File: src/rtl/trd_pkg.sv
// Shared types and constants of the triangle rasterizer with depth test.
package trd_pkg;

   localparam int MAC_A_W    = 18;
   localparam int MAC_B_W    = 33;
   localparam int MAC_P_W    = MAC_A_W + MAC_B_W;
   localparam int ACC_W      = 70;
   localparam int HI_SHIFT   = 17;
   localparam int DIV_REM_W  = 36;
   localparam int DIV_NUM_W  = 41;
   localparam int DIV_DEN_W  = 35;
   localparam int DIV_CNT_W  = 6;

   typedef enum logic [2:0] {
      MAC_NOP,
      MAC_LOAD,
      MAC_ADD,
      MAC_SUB,
      MAC_LOAD_HI,
      MAC_ADD_HI
   } mac_op_type;

   typedef struct packed {
      mac_op_type                  op;
      logic signed [MAC_A_W-1:0]   a;
      logic signed [MAC_B_W-1:0]   b;
   } mac_ctl_type;

   typedef struct packed {
      logic                        start;
      logic [DIV_REM_W-1:0]        rem_init;
      logic [DIV_NUM_W-1:0]        dividend;
      logic [DIV_DEN_W-1:0]        divisor;
      logic [DIV_CNT_W-1:0]        count;
   } div_ctl_type;

   typedef struct packed {
      logic                        busy;
      logic                        done;
      logic [DIV_NUM_W-1:0]        quotient;
   } div_sts_type;

endpackage

File: src/rtl/trd_div.sv
// Radix-2 restoring divider that produces one quotient bit per cycle.
module trd_div
   import trd_pkg::*;
(
   input  logic         clock,
   input  logic         reset,
   input  div_ctl_type  ctl,
   output div_sts_type  sts
);

   logic [DIV_REM_W-1:0] rem_ff;
   logic [DIV_NUM_W-1:0] sh_ff;
   logic [DIV_NUM_W-1:0] q_ff;
   logic [DIV_DEN_W-1:0] den_ff;
   logic [DIV_CNT_W-1:0] cnt_ff;
   logic                 busy_ff;
   logic                 done_ff;
   logic [DIV_REM_W:0]   shifted;
   logic [DIV_REM_W+1:0] trial;
   logic                 qbit;
   logic [DIV_REM_W-1:0] rem_in;

   assign shifted = {rem_ff, sh_ff[DIV_NUM_W-1]};
   assign trial   = {1'b0, shifted} - {{(DIV_REM_W+2-DIV_DEN_W){1'b0}}, den_ff};
   assign qbit    = ~trial[DIV_REM_W+1];
   assign rem_in  = qbit ? trial[DIV_REM_W-1:0] : shifted[DIV_REM_W-1:0];

   assign sts.busy     = busy_ff;
   assign sts.done     = done_ff;
   assign sts.quotient = q_ff;

   always_ff @(posedge clock) begin
      if (reset) begin
         busy_ff <= 1'b0;
         done_ff <= 1'b0;
      end else begin
         done_ff <= 1'b0;
         if (ctl.start) begin
            busy_ff <= 1'b1;
         end else if (busy_ff && cnt_ff == DIV_CNT_W'(1)) begin
            busy_ff <= 1'b0;
            done_ff <= 1'b1;
         end
      end
      if (ctl.start) begin
         rem_ff <= ctl.rem_init;
         sh_ff  <= ctl.dividend;
         den_ff <= ctl.divisor;
         q_ff   <= '0;
         cnt_ff <= ctl.count;
      end else if (busy_ff) begin
         rem_ff <= rem_in;
         sh_ff  <= sh_ff << 1;
         q_ff   <= {q_ff[DIV_NUM_W-2:0], qbit};
         cnt_ff <= cnt_ff - DIV_CNT_W'(1);
      end
   end

endmodule

File: config.mk
export PLATFORM = sky130hd
export DESIGN_NAME = trd_div
export DESIGN_NICKNAME = d
export VERILOG_FILES = /design/src/rtl/trd_pkg.sv /design/src/rtl/trd_div.sv
export SDC_FILE = /design/constraint.sdc
export NUM_CORES = 1
export LEC_CHECK = 0
export BUFFER_PORTS_ARGS = -buffer_cell sky130_fd_sc_hd__buf_2
export CAP_MARGIN = 20
export CORE_UTILIZATION = 55
export CTS_CLUSTER_SIZE = 16
export DETAILED_ROUTE_END_ITERATION = 8
export MAX_ROUTING_LAYER = met4
export PLACE_DENSITY_LB_ADDON = 0.12
export SETUP_SLACK_MARGIN = 0.5
export SYNTH_ARGS = -nofsm -noshare
export SYNTH_HDL_FRONTEND = slang
export SYNTH_SLANG_ARGS = --single-unit
File: constraint.sdc
create_clock -name clock -period 3.29 [get_ports clock]
set_clock_uncertainty 0.2 [all_clocks]
set_input_delay 0.329 -clock clock [delete_from_list [all_inputs] [get_ports clock]]
set_output_delay 0.329 -clock clock [all_outputs]
set_load 0.02 [all_outputs]
==> results.sh <==
export IMPL_outcome="complete, but fails checks"
export IMPL_violations_in_the_final_reports="DRC"
export IMPL_fmaxAchievable_mhz=315
export IMPL_timing_critical_path_to_type="flop"
export IMPL_detail_route_wl_per_cell_microns=16.4
export IMPL_rows=44
export IMPL_worst_setup_path_start_kind="flop"
export IMPL_drcViolationCount=4
export IMPL_power_density_over_the_cells_nw_per_um2=660
export IMPL_synth_simple_gate_area_share_pct=9.90
export IMPL_worst_pin_slew_ps=966
export IMPL_worst_r2r_path_depth=13
export IMPL_floorplan_die_width_microns=125
export IMPL_setup_violations_final=0
export IMPL_synth_compound_area_share_pct=10.9
export IMPL_cts_root_to_sink_buffers=2
export IMPL_core_area_sq_um=14700
export IMPL_via_to_cell_ratio=5.38
export IMPL_syn_area_per_cell_sq_um=11.3
export IMPL_die_span_in_y_microns=125
export IMPL_antenna_violations_before_repair=2
export IMPL_utilization_pct=76.6
export IMPL_hold_path_startpoint="ctl[73]"
export IMPL_io_buffer_count=163
export IMPL_finalCriticalPeriod_ps=3170
export IMPL_path_class="flop to flop"
export IMPL_grt_setup_unrepaired="yes"
export IMPL_wirelength_mm=19.6
export IMPL_fin_crit_sh_pct=96.4
export IMPL_design_portCount=164
export IMPL_flip_flop_cell_with_the_highest_count_after_synthesis="sky130_fd_sc_hd__edfxtp_1"
export IMPL_crit_fanout=4
export IMPL_place_worst_setup_slack_ps=111
export IMPL_grt_start_max_net_pins=81
export IMPL_data_arrival_critical_path_ps=3150
export IMPL_gr_usage_all_layers_pct=26.8
export IMPL_synth_net_count=898
export IMPL_min_delay_worst_endpoint="sh_ff[32]$_DFFE_PP_"
export IMPL_hold_path_cell_count=2
export IMPL_timing_hold_worst_class="input pin to flop"
export IMPL_fill_cells=996
export IMPL_clk_latency_ps=430
export IMPL_number_of_flops_mapped_to_enable_cells_by_yosys=118
export IMPL_detail_route_first_pass_iterations=9
export IMPL_path_clk_slew_ps=70
export IMPL_power_static_leakage_nw=4.84
export IMPL_timing_reg2reg_setup_slack_ps=120
export IMPL_ys_types=58
export IMPL_number_of_h_tree_levels=4
export IMPL_floorplan_die_area_sq_um=15700
export IMPL_tritoncts_num_sinks=161
export IMPL_post_route_cells_drive_above_1_share_pct=34.1
export IMPL_global_route_wire_length_before_repair_mm=32.2
export IMPL_cap_viol_max_count=0
export IMPL_place_congestion=0.878
export IMPL_synthMuxAreaShare_pct=13.3
export IMPL_asyncSetResetFlopFracSynth_pct=0
export IMPL_antenna_violating_nets_post_route=0
export IMPL_critical_path_reg2reg_endpoint="rem_ff[26]$_DFFE_PP_"
export IMPL_area_growth_pct=34.4
export IMPL_grt_pass1_vias=6777
export IMPL_clockRootBuffer="sky130_fd_sc_hd__clkbuf_16"
export IMPL_post_synth_xor_area_fraction_pct=3.55
export IMPL_synth_seq_area_share_pct=52.6
export IMPL_floorplan_initialDensity_pct=57.0
export IMPL_tritoncts="built"
export IMPL_number_of_design_rule_violations_left_by_the_first_detailed_router_iteration=546
export IMPL_detailroute_via_count=6435
export IMPL_dp_hpwl_mm=12.4
export IMPL_irDropWorstVdd_mv=0.431
export IMPL_yosysWarnings=0
export IMPL_layout_setup_ws_ps=120
export IMPL_final_hold_violation_count=0
export IMPL_ys_seq_elements=161
export IMPL_synthAdderAreaFrac_pct=5.76
export IMPL_post_synth_instance_area_sq_um=8380
export IMPL_worst_slew_margin_rel_pct=35.6
export IMPL_slew_viol_final=0
export IMPL_synth_top_family_by_area="multiplexers"
export IMPL_netlist_instances=739
export IMPL_final_nets=1157
export IMPL_worst_r2r_startpoint="sh_ff[40]$_DFFE_PP_"
export IMPL_cts_buffers_inserted=17
export IMPL_grt_overflow_total=0
export IMPL_final_setup_tns_ps=0
export IMPL_critPathRequiredTime_ps=3270
-- critical path, cell delays in order, from the launching register on --
cell and delay [ps]:
sky130_fd_sc_hd__edfxtp_1 360, sky130_fd_sc_hd__inv_1 50, sky130_fd_sc_hd__ha_2 190, sky130_fd_sc_hd__fa_2 340
sky130_fd_sc_hd__nand2b_4 160, sky130_fd_sc_hd__a21oi_4 180, sky130_fd_sc_hd__o21ai_4 90, sky130_fd_sc_hd__o21ai_2 210
sky130_fd_sc_hd__a311oi_2 170, sky130_fd_sc_hd__o21ai_2 310, sky130_fd_sc_hd__buf_4 180, sky130_fd_sc_hd__xnor2_2 130
sky130_fd_sc_hd__a21oi_2 80, sky130_fd_sc_hd__mux2_4 260
-- per-layer routing --
metal	vias to the layer above	GRT usage, %	share of wire [%]
met5	-	-	0
met4	0	9.83	2.2
met3	37	6.85	5.6
met2	177	45.7	51
met1	3042	30.2	41
li1	3179	-	-
-- cell families after synthesis --
group                      count (synthesis)
and+or+nand+nor                          181
DFF                                      161
AOI/OAI and AO/OA                        141
muxes                                    104
buffers and inverters                     80
adders and majority gates                 38
xor gates and xnor gates                  34
-- Yosys cell counts, types with 2 or more instances --
library cell	count	share of area, %
sky130_fd_sc_hd__o211ai_1	4	0.36
sky130_fd_sc_hd__inv_1	43	1.9
sky130_fd_sc_hd__o21ai_0	25	1.5
sky130_fd_sc_hd__nor4_1	2	0.15
sky130_fd_sc_hd__edfxtp_1	118	42
sky130_fd_sc_hd__and2_1	4	0.30
sky130_fd_sc_hd__nand2b_1	4	0.30
sky130_fd_sc_hd__nand3_1	6	0.36
sky130_fd_sc_hd__and4_1	2	0.21
sky130_fd_sc_hd__nand2_1	37	1.7
sky130_fd_sc_hd__nor2b_1	8	0.60
sky130_fd_sc_hd__dfxtp_1	43	10
sky130_fd_sc_hd__buf_2	7	0.42
sky130_fd_sc_hd__o21ai_1	8	0.48
sky130_fd_sc_hd__a221o_1	5	0.60
sky130_fd_sc_hd__buf_1	7	0.31
sky130_fd_sc_hd__nor3_1	9	0.54
sky130_fd_sc_hd__mux2_2	56	7.5
sky130_fd_sc_hd__nor3b_1	5	0.45
sky130_fd_sc_hd__clkbuf_1	17	0.76
sky130_fd_sc_hd__o21a_1	4	0.36
sky130_fd_sc_hd__a21o_1	21	1.9
sky130_fd_sc_hd__nand4_1	9	0.67
sky130_fd_sc_hd__buf_4	3	0.27
sky130_fd_sc_hd__a31oi_1	4	0.30
sky130_fd_sc_hd__ha_1	37	5.5
sky130_fd_sc_hd__a21oi_1	52	3.1
sky130_fd_sc_hd__xor2_1	14	1.5
sky130_fd_sc_hd__and3_1	3	0.22
sky130_fd_sc_hd__xnor2_1	20	2.1
sky130_fd_sc_hd__or3_1	2	0.15
sky130_fd_sc_hd__nor2_1	85	3.8
sky130_fd_sc_hd__mux2i_1	48	5.7
sky130_fd_sc_hd__a21oi_2	3	0.31
-- worst max path at each step --
| stage | start | end | slack [ps] | cells past startpoint |
|---|---|---|---|---|
| global route | sh_ff[40]$_DFFE_PP_ | rem_ff[26]$_DFFE_PP_ | -20 | 13 |
| finish | sh_ff[40]$_DFFE_PP_ | rem_ff[26]$_DFFE_PP_ | 120 | 13 |
| detailed placement | rem_ff[6]$_DFFE_PP_ | rem_ff[32]$_DFFE_PP_ | 110 | 10 |
| floorplan | rem_ff[15]$_DFFE_PP_ | rem_ff[26]$_DFFE_PP_ | 440 | 13 |
| CTS | rem_ff[0]$_DFFE_PP_ | rem_ff[1]$_DFFE_PP_ | 250 | 11 |
| global placement | sh_ff[40]$_DFFE_PP_ | rem_ff[32]$_DFFE_PP_ | 140 | 12 |
-- layout by cell type (no fill, tap or decap), types with 5 or more instances in the layout --
master	synthesis	final
sky130_fd_sc_hd__inv_6	0	8
sky130_fd_sc_hd__nor2b_1	8	5
sky130_fd_sc_hd__xnor2_1	20	19
sky130_fd_sc_hd__inv_1	43	42
sky130_fd_sc_hd__a221o_1	5	5
sky130_fd_sc_hd__o21ai_2	1	5
sky130_fd_sc_hd__buf_2	7	162
sky130_fd_sc_hd__xor2_1	14	13
sky130_fd_sc_hd__mux2_2	56	55
sky130_fd_sc_hd__nor3b_1	5	5
sky130_fd_sc_hd__nand3_1	6	6
sky130_fd_sc_hd__ha_1	37	20
sky130_fd_sc_hd__ha_4	0	13
sky130_fd_sc_hd__nor3_1	9	8
sky130_fd_sc_hd__nand4_1	9	9
sky130_fd_sc_hd__buf_4	3	34
sky130_fd_sc_hd__a21oi_2	3	9
sky130_fd_sc_hd__dfxtp_1	43	42
sky130_fd_sc_hd__a21oi_1	52	43
sky130_fd_sc_hd__nor2_1	85	84
sky130_fd_sc_hd__dlygate4sd3_1	0	79
sky130_fd_sc_hd__edfxtp_1	118	118
sky130_fd_sc_hd__a21o_1	21	21
sky130_fd_sc_hd__o21ai_0	25	19
sky130_fd_sc_hd__o21ai_1	8	9
sky130_fd_sc_hd__mux2i_1	48	48
sky130_fd_sc_hd__nand2_1	37	37
sky130_fd_sc_hd__clkbuf_16	0	18
-- area by class of cell --
type	count	area (sq um)	share of cell area (%)
diodes	2	5.00	0.0444
clock buffers	19	454	4.03
clock inverters	13	109	0.966
inverters	43	161	1.43
multi-input cells	498	4000	35.5
flip-flops and latches	161	4410	39.1
well taps	184	230	2.04
repair buffers	277	1900	16.8
-- state kept, by name, indices dropped and copies added, names as in the netlist --
| name | count |
|---|---|
| q_ff | 41 |
| sh_ff | 41 |
| rem_ff | 36 |
| den_ff | 35 |
| cnt_ff | 6 |
| busy_ff | 1 |
| done_ff | 1 |
-- power by group --
part           switching, W  internal (W)  leakage (nW)
Combinational       0.00143       0.00142          3.03
Sequential         0.000157       0.00252          1.52
Clock              0.000868       0.00104         0.284
Total               0.00246       0.00498          4.84
-- through the flow --
stage / area, sq um / std cells / power, W / hold WS [ps]
final: 11300 / 1197 / 0.00743 / 9.28
after floorplan: 8540 / 739 / 0.00455 / 201
after global placement: 9520 / 1062 / 0.00497 / 276
after CTS: 11100 / 1184 / 0.00724 / 0.0215
after detailed placement: 9520 / 1062 / 0.00506 / 296
after global routing: 11300 / 1197 / 0.00786 / 3.31
-- repair_timing --
item	4_1_cts	5_1_grt
hold endpoints to repair	80	0
hold buffers	79	0
setup buffers	11	11
resized for setup	28	18
endpoints found under the setup margin	36	37
pin swaps	12	16
Note: power is estimated with default switching activity, not from simulation.
